## src/design/broadcast_ring_buffer_core_defines.svh

```systemverilog
// Assertion macros shared by the broadcast ring buffer RTL.
// Depends on nothing; files that assert pull this in with an include.
`ifndef BROADCAST_RING_BUFFER_CORE_DEFINES_SVH
`define BROADCAST_RING_BUFFER_CORE_DEFINES_SVH

// Same-cycle implication, sampled on i_clk, off while reset is held
`define BRB_ASSERT(label, ante, cons, msg) \
    label: assert property (@(posedge i_clk) disable iff (!i_rst_n) (ante) |-> (cons)) \
        else $error(msg);

// Next-cycle implication, sampled on i_clk, off while reset is held
`define BRB_ASSERT_NEXT(label, ante, cons, msg) \
    label: assert property (@(posedge i_clk) disable iff (!i_rst_n) (ante) |=> (cons)) \
        else $error(msg);

`endif

```

## src/design/brb_pkg.sv

```systemverilog
// Types and constants of the broadcast ring buffer.
// Depends on nothing; used by the core.
package brb_pkg;

    // Access kind carried in the input tuser
    localparam logic ACT_WRITE = 1'b0;
    localparam logic ACT_READ  = 1'b1;

    // Result status carried in the output tuser
    typedef enum logic [1:0] {
        ST_OK    = 2'd0,
        ST_FULL  = 2'd1,
        ST_EMPTY = 2'd2
    } t_status;

    // Fixed field widths of the stream words
    localparam int IN_DATA_W   = 32;
    localparam int IN_USER_W   = 3;
    localparam int READER_W    = 2;
    localparam int OUT_RDATA_W = 32;
    localparam int OUT_SLOT_W  = 2;
    localparam int OUT_DATA_W  = 40;
    localparam int OUT_USER_W  = 2;

endpackage

```

## src/design/brb_ram.sv

```systemverilog
// Generic single-write, single-read RAM with a registered read port.
// Depends on nothing.
module brb_ram #(
    parameter int WIDTH = 32,
    parameter int DEPTH = 4
) (
    input  logic                     i_clk,
    input  logic                     i_we,
    input  logic [$clog2(DEPTH)-1:0] i_waddr,
    input  logic [WIDTH-1:0]         i_wdata,
    input  logic                     i_re,
    input  logic [$clog2(DEPTH)-1:0] i_raddr,
    output logic [WIDTH-1:0]         o_rdata
);

    logic [WIDTH-1:0] r_mem [DEPTH];
    logic [WIDTH-1:0] r_rdata;

    // Write port
    always_ff @(posedge i_clk) begin
        if (i_we) begin
            r_mem[i_waddr] <= i_wdata;
        end
    end

    // Registered read, held while not enabled
    always_ff @(posedge i_clk) begin
        if (i_re) begin
            r_rdata <= r_mem[i_raddr];
        end
    end

    assign o_rdata = r_rdata;

endmodule

```

## src/design/broadcast_ring_buffer_core.sv

```systemverilog
// Broadcast ring buffer: SLOTS message slots, each read once by every one of READERS readers.
// The result word for an accepted word is registered and shown on the master side in the next cycle.
// Throughput: one word per cycle; the single result register and the registered RAM
// read set this, with the slave side ready whenever that register is empty or drained.
// Reset (i_rst_n low, synchronous): pointers, counters and done counts clear, all slots free;
// message contents are not cleared.
module broadcast_ring_buffer_core
    import brb_pkg::*;
#(
    parameter int SLOTS      = 4,
    parameter int READERS    = 4,
    parameter int DATA_WIDTH = 32
) (
    input  logic                  i_clk,
    input  logic                  i_rst_n,
    // Slave side
    input  logic                  i_s_axis_tvalid,
    output logic                  o_s_axis_tready,
    input  logic [IN_DATA_W-1:0]  i_s_axis_tdata,   // [31:0] data
    input  logic [IN_USER_W-1:0]  i_s_axis_tuser,   // [0] action, [2:1] reader
    // Master side
    output logic                  o_m_axis_tvalid,
    input  logic                  i_m_axis_tready,
    output logic [OUT_DATA_W-1:0] o_m_axis_tdata,   // [31:0] read_data, [33:32] slot,
                                                    // [34] slot_freed, [39:35] zero
    output logic [OUT_USER_W-1:0] o_m_axis_tuser    // [1:0] status
);

`include "broadcast_ring_buffer_core_defines.svh"

    localparam int SW = $clog2(SLOTS);
    localparam int PW = $clog2(SLOTS + 1);
    localparam int DW = $clog2(READERS + 1);
    localparam int RW = (READERS > 1) ? $clog2(READERS) : 1;

    // Ring state
    logic [SW-1:0] r_wptr, n_wptr;
    logic [PW-1:0] r_free, n_free;
    logic [PW-1:0] r_pending [READERS];
    logic [PW-1:0] n_pending [READERS];
    logic [SW-1:0] r_rptr    [READERS];
    logic [SW-1:0] n_rptr    [READERS];
    logic [DW-1:0] r_done    [SLOTS];
    logic [DW-1:0] n_done    [SLOTS];

    // Result register
    logic                  r_valid, n_valid;
    t_status               r_status, n_status;
    logic [OUT_SLOT_W-1:0] r_slot, n_slot;
    logic                  r_freed, n_freed;
    logic                  r_rd_ok, n_rd_ok;

    // Decode
    logic                  in_acc;
    logic                  is_wr;
    logic [READER_W-1:0]   reader;
    logic                  rd_in_range;
    logic [RW-1:0]         rd_idx;
    logic [SW-1:0]         rd_slot;
    logic [DW-1:0]         done_inc;
    logic                  rd_last;
    logic                  wr_ok;
    logic                  rd_ok;
    logic [DATA_WIDTH-1:0] ram_q;

    assign o_s_axis_tready = !r_valid || i_m_axis_tready;
    assign in_acc          = i_s_axis_tvalid && o_s_axis_tready;
    assign is_wr           = (i_s_axis_tuser[0] == ACT_WRITE);
    assign reader          = i_s_axis_tuser[READER_W:1];
    assign rd_in_range     = (32'(reader) < 32'(READERS));
    assign rd_idx          = RW'(reader);
    assign rd_slot         = r_rptr[rd_idx];
    assign done_inc        = r_done[rd_slot] + DW'(1);
    assign rd_last         = (done_inc >= DW'(READERS));
    assign wr_ok           = is_wr && (r_free != '0);
    assign rd_ok           = !is_wr && rd_in_range && (r_pending[rd_idx] != '0);

    // Message store
    brb_ram #(
        .WIDTH (DATA_WIDTH),
        .DEPTH (SLOTS)
    ) u_store (
        .i_clk   (i_clk),
        .i_we    (in_acc && wr_ok),
        .i_waddr (r_wptr),
        .i_wdata (DATA_WIDTH'(i_s_axis_tdata)),
        .i_re    (in_acc && rd_ok),
        .i_raddr (rd_slot),
        .o_rdata (ram_q)
    );

    // Next ring state
    always_comb begin
        n_wptr    = r_wptr;
        n_free    = r_free;
        n_pending = r_pending;
        n_rptr    = r_rptr;
        n_done    = r_done;
        if (in_acc && wr_ok) begin
            n_free = r_free - PW'(1);
            n_wptr = (r_wptr == SW'(SLOTS - 1)) ? '0 : r_wptr + SW'(1);
            for (int j = 0; j < READERS; j++) begin
                if (r_pending[j] < PW'(SLOTS)) begin
                    n_pending[j] = r_pending[j] + PW'(1);
                end
            end
        end else if (in_acc && rd_ok) begin
            n_pending[rd_idx] = r_pending[rd_idx] - PW'(1);
            n_rptr[rd_idx]    = (rd_slot == SW'(SLOTS - 1)) ? '0 : rd_slot + SW'(1);
            if (rd_last) begin
                n_done[rd_slot] = '0;
                if (r_free < PW'(SLOTS)) begin
                    n_free = r_free + PW'(1);
                end
            end else begin
                n_done[rd_slot] = done_inc;
            end
        end
    end

    // Next result
    always_comb begin
        n_valid  = r_valid && !i_m_axis_tready;
        n_status = r_status;
        n_slot   = r_slot;
        n_freed  = r_freed;
        n_rd_ok  = r_rd_ok;
        if (in_acc) begin
            n_valid = 1'b1;
            priority if (is_wr) begin
                n_status = wr_ok ? ST_OK : ST_FULL;
                n_slot   = wr_ok ? OUT_SLOT_W'(r_wptr) : '0;
                n_freed  = 1'b0;
                n_rd_ok  = 1'b0;
            end else begin
                n_status = rd_ok ? ST_OK : ST_EMPTY;
                n_slot   = rd_ok ? OUT_SLOT_W'(rd_slot) : '0;
                n_freed  = rd_ok && rd_last;
                n_rd_ok  = rd_ok;
            end
        end
    end

    // Control registers
    always_ff @(posedge i_clk) begin
        if (!i_rst_n) begin
            r_valid <= 1'b0;
            r_wptr  <= '0;
            r_free  <= PW'(SLOTS);
            for (int j = 0; j < READERS; j++) begin
                r_pending[j] <= '0;
                r_rptr[j]    <= '0;
            end
            for (int k = 0; k < SLOTS; k++) begin
                r_done[k] <= '0;
            end
        end else begin
            r_valid   <= n_valid;
            r_wptr    <= n_wptr;
            r_free    <= n_free;
            r_pending <= n_pending;
            r_rptr    <= n_rptr;
            r_done    <= n_done;
        end
    end

    // Result payload
    always_ff @(posedge i_clk) begin
        r_status <= n_status;
        r_slot   <= n_slot;
        r_freed  <= n_freed;
        r_rd_ok  <= n_rd_ok;
    end

    // Drive the master side
    assign o_m_axis_tvalid = r_valid;
    assign o_m_axis_tuser  = r_status;
    assign o_m_axis_tdata  = {(OUT_DATA_W - OUT_RDATA_W - OUT_SLOT_W - 1)'(0), r_freed, r_slot,
                              r_rd_ok ? OUT_RDATA_W'(ram_q) : OUT_RDATA_W'(0)};

    `BRB_ASSERT(a_free_range, 1'b1, r_free <= PW'(SLOTS), "free slot count above slot count")

    `BRB_ASSERT_NEXT(a_full_refused, in_acc && is_wr && (r_free == '0), r_status == ST_FULL,
        "write into a full ring not refused")

    `BRB_ASSERT_NEXT(a_write_takes_slot, in_acc && wr_ok, r_free == $past(r_free) - PW'(1),
        "accepted write did not take a slot")

    generate
        for (genvar g = 0; g < READERS; g++) begin : g_pend_chk
            `BRB_ASSERT(a_pending_bound, 1'b1, r_pending[g] <= PW'(SLOTS) - r_free,
                "reader has more pending than occupied slots")
        end
    endgenerate

endmodule
```

## config.mk

```make
export PLATFORM = sky130hd
export DESIGN_NAME = broadcast_ring_buffer_core
export DESIGN_NICKNAME = d
export VERILOG_FILES = /design/src/design/brb_pkg.sv /design/src/design/brb_ram.sv /design/src/design/broadcast_ring_buffer_core.sv
export VERILOG_INCLUDE_DIRS = /design/src /design/src/design
export SDC_FILE = /design/constraint.sdc
export NUM_CORES = 1
export LEC_CHECK = 0
export BUFFER_PORTS_ARGS = -buffer_cell sky130_fd_sc_hd__clkbuf_2
export CAP_MARGIN = 20
export CORE_MARGIN = 2
export CORE_UTILIZATION = 53
export CTS_CLUSTER_DIAMETER = 60
export DETAILED_ROUTE_END_ITERATION = 8
export GPL_ROUTABILITY_DRIVEN = 0
export PLACE_DENSITY_LB_ADDON = 0.25
export SKIP_LAST_GASP = 1
export SYNTH_ARGS = -nofsm -noshare
export SYNTH_HDL_FRONTEND = slang
export SYNTH_SLANG_ARGS = --single-unit
```

## constraint.sdc

```tcl
create_clock -name i_clk -period 3.4 [get_ports i_clk]
set_clock_uncertainty 0.2 [all_clocks]
set_input_delay 0.68 -clock i_clk [delete_from_list [all_inputs] [get_ports i_clk]]
set_output_delay 0.68 -clock i_clk [all_outputs]
set_load 0.005 [all_outputs]
```

==> run_summary.xml <==
<?xml version="1.0" encoding="UTF-8"?>
<metrics>
  <group name="finish">
    <metric name="design.final.nets" unit="">639</metric>
    <metric name="multi_input_comb_area" unit="um^2">2200</metric>
    <metric name="area_delta_synth_final" unit="%">16.7</metric>
    <metric name="fillers" unit="">1099</metric>
    <metric name="postLayoutCellArea" unit="um^2">9480</metric>
    <metric name="insertedDiodeCount" unit="">0</metric>
    <metric name="final-seq-area" unit="um^2">5750</metric>
    <metric name="drive_above_1_share" unit="">0.295</metric>
    <metric name="final_core_utilization" unit="">0.628</metric>
    <metric name="post_layout_nonfiller_instances" unit="">784</metric>
  </group>
  <group name="clocking">
    <metric name="worstSkewPairLatency" unit="ns">0.50</metric>
    <metric name="ctsHtreeMaxLevel" unit="">1</metric>
    <metric name="cts.repair_timing.setup_buffer_count" unit="">0</metric>
    <metric name="tritoncts" unit="">built</metric>
    <metric name="cts_made_buffers" unit="">21</metric>
    <metric name="clock_tree.root_cell" unit="">clkbuf_16</metric>
    <metric name="cts.hold.buffers_added" unit="">0</metric>
    <metric name="path_clk_slew" unit="ns">0.06</metric>
    <metric name="cts_resized" unit="">0</metric>
    <metric name="cts.sinks" unit="">204</metric>
    <metric name="cts_max_path_buffers" unit="">3</metric>
  </group>
  <group name="sta">
    <metric name="layout_worst_path_cycle_share" unit="">0.863</metric>
    <metric name="final_hold_violation_count" unit="">0</metric>
    <metric name="worst_slew_slack_as_a_fraction_of_its_limit" unit="">0.661</metric>
    <metric name="setup_violators_final" unit="">0</metric>
    <metric name="finalMaxSlewViolations" unit="">0</metric>
    <metric name="max_freq" unit="GHz">0.341</metric>
    <metric name="rsz0062_at_grt" unit="">false</metric>
    <metric name="timing.final.crit_period" unit="ns">2.93</metric>
    <metric name="final.setup.worst_slack" unit="ns">0.466</metric>
    <metric name="tns" unit="ns">0</metric>
    <metric name="worstMarginPinSlew" unit="ns">0.509</metric>
  </group>
  <group name="die">
    <metric name="die_height" unit="um">128</metric>
    <metric name="die_area" unit="um^2">16300</metric>
    <metric name="die_w" unit="um">128</metric>
    <metric name="floorplan.rows" unit="">45</metric>
    <metric name="initial_core_util" unit="">0.538</metric>
    <metric name="core-area" unit="um^2">15100</metric>
    <metric name="number_of_ports_placed_on_the_die_boundary" unit="">83</metric>
  </group>
  <group name="yosys">
    <metric name="synthesis.area" unit="um^2">8120</metric>
    <metric name="ys.flop_type" unit="">edfxtp_1</metric>
    <metric name="yosysWarningCount" unit="">0</metric>
    <metric name="synth_top_cells_by_count" unit="">edfxtp_1, and2_1, dfxtp_1, mux4_2, nor2_1</metric>
    <metric name="yosys_register_bits" unit="">204</metric>
    <metric name="synth_cell_types" unit="">43</metric>
    <metric name="yosysMostFrequentCell" unit="">edfxtp_1</metric>
    <metric name="post_synth_main_area_contributors" unit="">edfxtp_1, mux4_2, dfxtp_1</metric>
    <metric name="syn-instance-count" unit="">485</metric>
    <metric name="synthDominantAreaCellType" unit="">edfxtp_1</metric>
    <metric name="yosysSeqAreaShare" unit="">0.707</metric>
    <metric name="async_reset_ff_frac" unit="">0</metric>
    <metric name="post-synth-top-area-fraction" unit="">0.614</metric>
    <metric name="post_synth.cell_area_avg" unit="um^2">16.7</metric>
    <metric name="synth_edf_count" unit="">166</metric>
  </group>
  <group name="worst_setup_path">
    <metric name="crit_path_max_fanout" unit="">6</metric>
    <metric name="timing.critical_path.from_type" unit="">input pin</metric>
    <metric name="critical_path_required" unit="ns">3.58</metric>
    <metric name="crit_type" unit="">input pin to register</metric>
    <metric name="endpoint_kind" unit="">register</metric>
    <metric name="arrival" unit="ns">3.11</metric>
  </group>
  <group name="power">
    <metric name="clkPwrFrac" unit="">0.405</metric>
    <metric name="seq_power_share" unit="">0.528</metric>
    <metric name="pd_cells" unit="nW/um^2">559</metric>
    <metric name="power_frac_comb" unit="">0.066</metric>
    <metric name="swShare" unit="">0.205</metric>
    <metric name="leakage" unit="nW">3.39</metric>
    <metric name="worst_ir_drop_vdd" unit="mV">0.485</metric>
    <metric name="netSwitchingPower" unit="W">0.00109</metric>
    <metric name="cellInternalPower" unit="W">0.00421</metric>
  </group>
  <group name="drt">
    <metric name="number_of_nets_still_failing_antenna_checks_after_routing" unit="">0</metric>
    <metric name="via_count" unit="">4394</metric>
    <metric name="drt_pre_antenna_iters" unit="">5</metric>
    <metric name="avgViaCountPerCell" unit="">5.60</metric>
    <metric name="drt_drc_violations_left" unit="">0</metric>
    <metric name="drt-initial-drc-count" unit="">209</metric>
    <metric name="avgRoutedWirePerCell" unit="um">18.9</metric>
    <metric name="postRouteWirelength" unit="um">14800</metric>
  </group>
  <group name="global_route">
    <metric name="grt_pass1_vias" unit="">4560</metric>
    <metric name="grt_antenna_before_repair" unit="">0</metric>
    <metric name="grt_overflow_total" unit="">0</metric>
    <metric name="grt_start_max_net_pins" unit="">33</metric>
    <metric name="first_pass_grt_wire_length" unit="um">23800</metric>
    <metric name="track_usage" unit="">0.190</metric>
  </group>
  <group name="min_path">
    <metric name="path_category_of_the_worst_min_delay_check" unit="">input pin to register</metric>
  </group>
  <group name="placed_design">
    <metric name="dp.final_hpwl" unit="um">9470</metric>
    <metric name="dp_cells" unit="">748</metric>
    <metric name="buffer_ports.inserted" unit="">77</metric>
    <metric name="dpl-instance-area" unit="um^2">8840</metric>
    <metric name="pre_cts_slack" unit="ns">-0.0453</metric>
  </group>
  <group name="run_status">
    <metric name="status" unit="">completed</metric>
  </group>
  <group name="flow_run">
    <metric name="max_cap_violations" unit="">0</metric>
  </group>
</metrics>
## cell type report
class                   count  area share
multi-input cells         243       0.232
repair buffers             99      0.0634
inverters                  14     0.00554
flip-flops and latches    204       0.606
clock inverters            11      0.0107
well taps                 188      0.0248
clock buffers              25      0.0570
## kinds of logic after synthesis
kind of cell | Yosys count | share of synthesized area
compound gates | 42 | 0.0333
xor+xnor | 9 | 0.00970
fa+ha+maj | 17 | 0.0271
buf+inv | 42 | 0.0240
flops | 204 | 0.707
mux | 50 | 0.121
other cells | 1 | 0.000462
simple gates | 120 | 0.0773
## through the flow
stage          power (W)  hold WS, ns
2_1_floorplan    0.00306        0.233
3_3_place_gp     0.00319        0.246
3_5_place_dp     0.00321        0.256
4_1_cts          0.00536        0.189
5_1_grt          0.00549        0.190
6_report         0.00530        0.205
## sequential cells by signal (all words and copies together), names as in the netlist, 2 cells and up
name and flops:
r_wptr 2, r_pending 12, r_done 12, u_store.r_mem 128
r_free 3, o_m_axis_tuser 2, r_slot 2, r_rptr 8
u_store.o_rdata 32
## power by group through the flow
stage | sequential [W] | clock (W) | combinational, W
final | 0.00280 | 0.00215 | 0.000352
after floorplan | 0.00285 | 0 | 0.000216
after global placement | 0.00285 | 0 | 0.000344
after global routing | 0.00281 | 0.00230 | 0.000391
after CTS | 0.00280 | 0.00220 | 0.000357
after detailed placement | 0.00285 | 0 | 0.000355
## routing by layer
layer | track usage | routed length (um) | share of wire
met1 | 0.236 | 6250 | 0.42
met2 | 0.328 | 7470 | 0.50
met3 | 0.0480 | 862 | 0.058
met4 | 0.0608 | 242 | 0.016
met5 | 0 | 0 | 0
## worst paths after layout
kind                                                  endpoint              startpoint  slack [ns]  cells past startpoint
worst max-delay path                    r_free[0]$_SDFFE_PN0P_       i_s_axis_tuser[2]        0.47                     12
worst min-delay path            u_store.r_mem[1][11]$_DFFE_PP_      i_s_axis_tdata[11]        0.20                      1
worst max register to register          r_free[0]$_SDFFE_PN0P_  r_rptr[2]$_SDFFE_PN0P_        0.53                     11
worst min register to register          r_rptr[7]$_SDFFE_PN0P_  r_rptr[7]$_SDFFE_PN0P_        0.27                      2
## cell usage in the layout, fill, tap and decap left out, drive strengths merged, types with 2 or more instances in the layout
cell type	netlist	routed
a211oi	4	4
a21oi	13	13
a31oi	2	2
and2	38	38
and3	5	5
buf	14	22
bufinv	0	2
clkbuf	14	102
clkinv	1	9
conb	1	5
dfxtp	38	38
edfxtp	166	166
ha	16	16
inv	13	14
mux2i	11	11
mux4	38	38
nand2	20	20
nand2b	3	3
nand3	15	15
nand3b	2	2
nor2	22	22
nor3	8	8
nor4	2	2
o21ai	12	12
o22ai	4	4
o32ai	4	4
or3	2	2
xnor2	5	5
xor2	4	4
## worst max-delay path, cell delays in order
cell      delay (ns)
clkbuf_2        0.15
mux2_4          0.33
o21ai_4         0.14
inv_2           0.08
mux4_2          0.43
ha_1            0.29
xnor2_1         0.17
mux2i_1         0.09
a31o_2          0.26
a31oi_2         0.26
or3_1           0.16
a21oi_1         0.07
No activity file was read; power rests on OpenSTA's default activity.
